==> src/rtl/sorted_interval_set_table_top_assert.svh <==
// Assertion macros shared by the interval set table modules.
`ifndef SORTED_INTERVAL_SET_TABLE_TOP_ASSERT_SVH
`define SORTED_INTERVAL_SET_TABLE_TOP_ASSERT_SVH

// Same-cycle implication, checked at every clock edge outside reset.
`define SIST_ASSERT_IMP(name, ante, cons) \
   name: assert property (@(posedge clock) disable iff (reset) (ante) |-> (cons)) \
      else $error("sist assertion failed");

// Next-cycle implication.
`define SIST_ASSERT_NEXT(name, ante, cons) \
   name: assert property (@(posedge clock) disable iff (reset) (ante) |=> (cons)) \
      else $error("sist assertion failed");

`endif

==> src/rtl/sist_pkg.sv <==
// Types and constants of the interval set table.
package sist_pkg;

   localparam int MaxRanges = 64;
   localparam int IdxW      = $clog2(MaxRanges);
   localparam int CntW      = $clog2(MaxRanges + 1);
   localparam int NW        = $clog2(MaxRanges + 2);
   localparam int EntryW    = 128;

   localparam logic [2:0] OP_ADD   = 3'd0;
   localparam logic [2:0] OP_SUB   = 3'd1;
   localparam logic [2:0] OP_INC   = 3'd2;
   localparam logic [2:0] OP_CLEAR = 3'd3;
   localparam logic [2:0] OP_READ  = 3'd4;

   localparam logic [1:0] ST_OK      = 2'd0;
   localparam logic [1:0] ST_INVALID = 2'd1;
   localparam logic [1:0] ST_FULL    = 2'd2;
   localparam logic [1:0] ST_INDEX   = 2'd3;

   localparam logic signed [63:0] LlongMin = 64'sh8000_0000_0000_0000;
   localparam logic signed [63:0] LlongMax = 64'sh7fff_ffff_ffff_ffff;

   typedef enum logic [2:0] {
      K_ADD, K_SUB, K_INC, K_CLEAR, K_READ, K_NOP, K_BAD
   } kind_type;

   typedef struct packed {
      logic [2:0]        operation;
      logic signed [63:0] range_low;
      logic signed [63:0] range_high;
      logic [5:0]        entry_index;
   } req_type;

   typedef struct packed {
      logic [1:0]        status;
      logic              included;
      logic [6:0]        entry_count;
      logic signed [63:0] entry_low;
      logic signed [63:0] entry_high;
   } rsp_type;

   typedef struct packed {
      kind_type          kind;
      logic signed [63:0] range_low;
      logic signed [63:0] range_high;
      logic [5:0]        entry_index;
   } cmd_type;

endpackage

==> src/rtl/sist_front.sv <==
// Request intake: classifies each item and queues it for the back end.
`include "sorted_interval_set_table_top_assert.svh"
module sist_front (
   input  logic              clock,
   input  logic              reset,
   input  logic              start,
   output logic              busy,
   input  sist_pkg::req_type req_item,
   output logic              cmd_valid,
   output sist_pkg::cmd_type cmd,
   input  logic              cmd_pop
);
   import sist_pkg::*;

   cmd_type    q_ff [2];
   logic       wp_ff, rp_ff;
   logic [1:0] cnt_ff, cnt_in;
   logic       push;
   cmd_type    cmd_new;

   assign busy = (cnt_ff == 2'd2);
   assign push = start && !busy;

   always_comb begin
      cmd_new.range_low   = req_item.range_low;
      cmd_new.range_high  = req_item.range_high;
      cmd_new.entry_index = req_item.entry_index;
      unique case (req_item.operation)
         OP_ADD:   cmd_new.kind = K_ADD;
         OP_SUB:   cmd_new.kind = K_SUB;
         OP_INC:   cmd_new.kind = K_INC;
         OP_CLEAR: cmd_new.kind = K_CLEAR;
         OP_READ:  cmd_new.kind = K_READ;
         default:  cmd_new.kind = K_NOP;
      endcase
      // reversed range on a range operation is rejected up front
      if ((req_item.operation == OP_ADD || req_item.operation == OP_SUB ||
           req_item.operation == OP_INC) && req_item.range_low > req_item.range_high) begin
         cmd_new.kind = K_BAD;
      end
   end

   always_comb begin
      case ({push, cmd_pop})
         2'b10:   cnt_in = cnt_ff + 2'd1;
         2'b01:   cnt_in = cnt_ff - 2'd1;
         default: cnt_in = cnt_ff;
      endcase
   end

   always_ff @(posedge clock) begin
      if (reset) begin
         wp_ff  <= 1'b0;
         rp_ff  <= 1'b0;
         cnt_ff <= 2'd0;
      end else begin
         if (push) begin
            wp_ff <= ~wp_ff;
         end
         if (cmd_pop) begin
            rp_ff <= ~rp_ff;
         end
         cnt_ff <= cnt_in;
      end
   end

   always_ff @(posedge clock) begin
      if (push) begin
         q_ff[wp_ff] <= cmd_new;
      end
   end

   assign cmd_valid = (cnt_ff != 2'd0);
   assign cmd       = q_ff[rp_ff];

   `SIST_ASSERT_IMP(a_fifo_bound, 1'b1, cnt_ff <= 2'd2)
   `SIST_ASSERT_NEXT(a_fifo_push, push && !cmd_pop, cnt_ff == $past(cnt_ff) + 2'd1)

endmodule

==> config.mk <==
export PLATFORM = sky130hd
export DESIGN_NAME = sist_front
export DESIGN_NICKNAME = d
export VERILOG_FILES = /design/src/rtl/sist_pkg.sv /design/src/rtl/sist_front.sv
export VERILOG_INCLUDE_DIRS = /design/src /design/src/rtl
export SDC_FILE = /design/constraint.sdc
export NUM_CORES = 1
export LEC_CHECK = 0
export ABC_AREA = 1
export BUFFER_PORTS_ARGS = -buffer_cell sky130_fd_sc_hd__buf_2
export CAP_MARGIN = 20
export CORE_MARGIN = 2
export CORE_UTILIZATION = 30
export DETAILED_ROUTE_END_ITERATION = 8
export HOLD_SLACK_MARGIN = 0.12
export PLACE_DENSITY_LB_ADDON = 0.2
export REMOVE_ABC_BUFFERS = 1
export SLEW_MARGIN = 20
export SYNTH_ARGS = -nofsm -noshare
export SYNTH_HDL_FRONTEND = slang
export SYNTH_SLANG_ARGS = --single-unit
==> constraint.sdc <==
create_clock -name clock -period 8.2 [get_ports clock]
set_input_delay 0.41 -clock clock [delete_from_list [all_inputs] [get_ports clock]]
set_output_delay 0.41 -clock clock [all_outputs]
set_load 0.1 [all_outputs]
==> impl_metrics.csv <==
group,metric,value,unit
run_status,status,"complete, no violations",
critical_path,critical_path.most_common_cell,"buf_4",
cells_and_area,drive_above_1_share,0.3951,
run,cap_violations,0,
power_and_ir_drop,internal_power,2829,uW
critical_path,crit_path_max_fanout,60,
worst_hold_path,hold_path.class,"primary input to flop",
clock_tree,htreeDepth,2,
placed_design,placed_area,13870,um^2
timing,fin_crit_sh,0.4736,
timing,hold_violations,0,
clock_tree,cts_sinks,279,
critical_path,worst_setup_path_start_kind,"flop",
placed_design,dpl.hpwl,19220,um
floorplanning,io_pins,280,
critical_path,cp_data_arrival_time,3.47,ns
cells_and_area,syn_to_final_growth,38.41,%
clock_tree,cts_buffer_depth,3,
timing,drv_slew,0,
critical_path,rr_startpoint,"cnt_ff[0]",
drt,vias,7381,
drt,via_per_inst,4.257,
cells_and_area,nets,1395,
power_and_ir_drop,switching_share,0.3430,
timing,rsz0062_at_grt,"false",
placed_design,pre_cts_ws,4.761,ns
drt,wl,28090,um
power_and_ir_drop,power_density,263.2,nW/um^2
drt,final_antenna_net_count,0,
critical_path,path_class,"flop to output pin",
clock_tree,cts-root-buf,"clkbuf_16",
floorplanning,die_h,202.5,um
critical_path,crit_path_top_delay_cell,"buf_4",
clock_tree,cts_tree,"done",
global_route,grt_max_degree,107,
yosys,ys_types,24,
critical_path,cp-endpoint,"cmd[136]",
timing,fin_tns_setup,0,ns
drt,post_drt_wl_per_cell,16.20,um
power_and_ir_drop,cellLeakagePower,0.006621,uW
floorplanning,std_cell_rows,72,
critical_path,reg2reg_to,"q_ff[0][1]",
power_and_ir_drop,p_switching,1477,uW
drt,drt_pre_antenna_iters,4,
floorplanning,core-area,38740,um^2
critical_path,worst-path-stages,4,
power_and_ir_drop,power.total,4306,uW
power_and_ir_drop,seqPwrFrac,0.402,
critical_path,path_delay_family,"buffers and inverters",
clock_tree,clock_latency,0.52,ns
yosys,syn_inst,746,
floorplanning,die_w,202.5,um
clock_tree,path_clk_slew,0.05,ns
global_route,grt_antenna_before_repair,1,
yosys,synth-seq-area-share,0.7045,
timing,finalSetupViolCount,0,
cells_and_area,fill_cells,3644,
critical_path,r2r_setup_slack,5.54,ns
timing,fin_crit,3.884,ns
critical_path,endpoint_kind,"output pin",
cells_and_area,seq_area,8332,um^2
timing,slew_headroom,0.4416,
drt,drt_iter0_drc,283,
critical_path,ff2ff_path_depth,4,
clock_tree,numCtsBuffers,34,
power_and_ir_drop,clock_power_share,0.336,
yosys,synth_area_per_cell,15.85,um^2
critical_path,slowest_delay,0.71,ns
yosys,synth.ff_latch_count,279,
timing,worst_pin_slew,0.8288,ns
placed_design,place.port_buffers,279,
floorplanning,dieArea,41010,um^2
global_route,grtUsageTotal,0.1364,
yosys,yosysWarnings,0,
global_route,grt_overflow,0,
critical_path,cp.buffers_inverters,3,
power_and_ir_drop,ir_worst_vdd,0.1439,mV
cells_and_area,multi_input_area,3124,um^2
critical_path,required,7.79,ns
power_and_ir_drop,pwr-share-comb,0.262,
yosys,synth_area,11820,um^2
timing,setup_ws,4.316,ns
drt,route.detailed.drc,0,
timing,max_freq,257.5,MHz
placed_design,gp_congestion,0.7079,
floorplanning,start_util,0.3052,
critical_path,critical_path.cell_chain,"buf_4 > buf_4 > mux2_2 > buf_2",
timing,clock_skew,0.009623,ns
cells_and_area,final_area,16360,um^2
global_route,grt_pass1_wl,42810,um
global_route,grt_pass1_vias,7736,
==> cells by family after synthesis <==
logic type,count (synthesis),share of synthesized area
multiplexers,137,0.1305
flip-flops,279,0.7045
XOR/XNOR,1,0.0007410
AO/OA/AOI/OAI,46,0.02053
buffers and inverters,98,0.03249
AND/OR/NAND/NOR,120,0.04244
adder cells (fa/ha/maj),65,0.06880
==> routing by layer <==
| metal | global-route usage | vias to the layer above | routed length, um |
|---|---|---|---|
| li1 | - | 3623 | - |
| met1 | 0.1726 | 3518 | 12400 |
| met2 | 0.2243 | 198 | 13340 |
| met3 | 0.03531 | 42 | 1633 |
| met4 | 0.05214 | 0 | 715 |
| met5 | 0 | - | 0 |
==> power groups by stage <==
stage | combinational, uW | sequential (uW) | clock, uW
4_1_cts | 1140 | 1730 | 1510
2_1_floorplan | 874 | 1780 | 0
3_3_place_gp | 1080 | 1760 | 0
6_report | 1130 | 1730 | 1450
5_1_grt | 1190 | 1740 | 1550
3_5_place_dp | 1080 | 1760 | 0
==> registers in the layout (all words and copies together) (netlist names), named ones only <==
signal	flops
rp_ff	1
wp_ff	1
cnt_ff	2
q_ff	274
==> Yosys cell counts <==
| master | count | share of area |
|---|---|---|
| a21o_1 | 1 | 0.00064 |
| a21oi_1 | 34 | 0.014 |
| buf_2 | 13 | 0.0055 |
| clkbuf_1 | 2 | 0.00064 |
| dfxtp_1 | 5 | 0.0085 |
| edfxtp_1 | 274 | 0.70 |
| ha_1 | 65 | 0.069 |
| inv_1 | 82 | 0.026 |
| inv_2 | 1 | 0.00032 |
| mux2_2 | 137 | 0.13 |
| nand2_1 | 75 | 0.024 |
| nand3_1 | 5 | 0.0021 |
| nand3_2 | 1 | 0.00085 |
| nand3b_1 | 1 | 0.00064 |
| nand4_1 | 5 | 0.0026 |
| nor2_1 | 26 | 0.0083 |
| nor3_1 | 3 | 0.0013 |
| nor3_2 | 2 | 0.0017 |
| nor3b_1 | 1 | 0.00064 |
| nor4_1 | 1 | 0.00053 |
| o21a_1 | 3 | 0.0019 |
| o21ai_0 | 7 | 0.0030 |
| o21bai_1 | 1 | 0.00064 |
| xnor2_1 | 1 | 0.00074 |
==> repair_timing <==
| item | CTS | global route |
|---|---|---|
| endpoints found under the hold margin | 273 | 0 |
| hold buffers | 135 | 0 |
| resized for setup | 0 | 0 |
| setup buffers | 0 | 0 |
==> worst register-to-register path: cells and delay by family (launching register included) <==
kind	cells	cell delay, ns
buffers and inverters	2	1.13
and+or+nand+nor	1	0.42
DFF	1	0.40
AOI/OAI and AO/OA	1	0.33
==> how the worst min path moves through the flow <==
| stage | slack, ns | depth (start not counted) | to | start |
|---|---|---|---|---|
| final | 0.19 | 3 | rp_ff | cmd_pop |
| after global routing | 0.18 | 3 | flop | cmd_pop |
| after CTS | 0.15 | 3 | rp_ff | cmd_pop |
| after detailed placement | 0.48 | 2 | cnt_ff[1] | cnt_ff[1] |
| after global placement | 0.48 | 2 | cnt_ff[1] | cnt_ff[1] |
| after floorplan | 0.47 | 2 | cnt_ff[1] | cnt_ff[1] |
==> per-stage QoR <==
stage          instances  hold slack (ns)    util
5_1_grt             1734           0.1848  0.4224
6_report            1734           0.1896  0.4224
4_1_cts             1731           0.1511  0.4213
3_3_place_gp        1534           0.4785  0.3580
2_1_floorplan        731           0.4684       -
3_5_place_dp        1534           0.4789  0.3580
==> placed cells by master, fill, tap and decap left out, types with 24 or more instances in the layout <==
cell	count
edfxtp_1	274
nand2_1	75
a21oi_1	34
buf_2	279
ha_1	65
clkbuf_16	37
dlygate4sd3_1	135
inv_1	82
nor2_1	24
mux2_2	137
==> layout make-up <==
class | instances | area share
Clock buffer | 44 | 0.05819
Antenna cell | 1 | 0.0001529
Multi-Input combinational cell | 369 | 0.1909
Sequential cell | 279 | 0.5092
Inverter | 83 | 0.01904
Tap cell | 518 | 0.03961
Clock inverter | 18 | 0.008947
Timing Repair Buffer | 422 | 0.1739
Note: power is estimated with default switching activity, not from simulation.
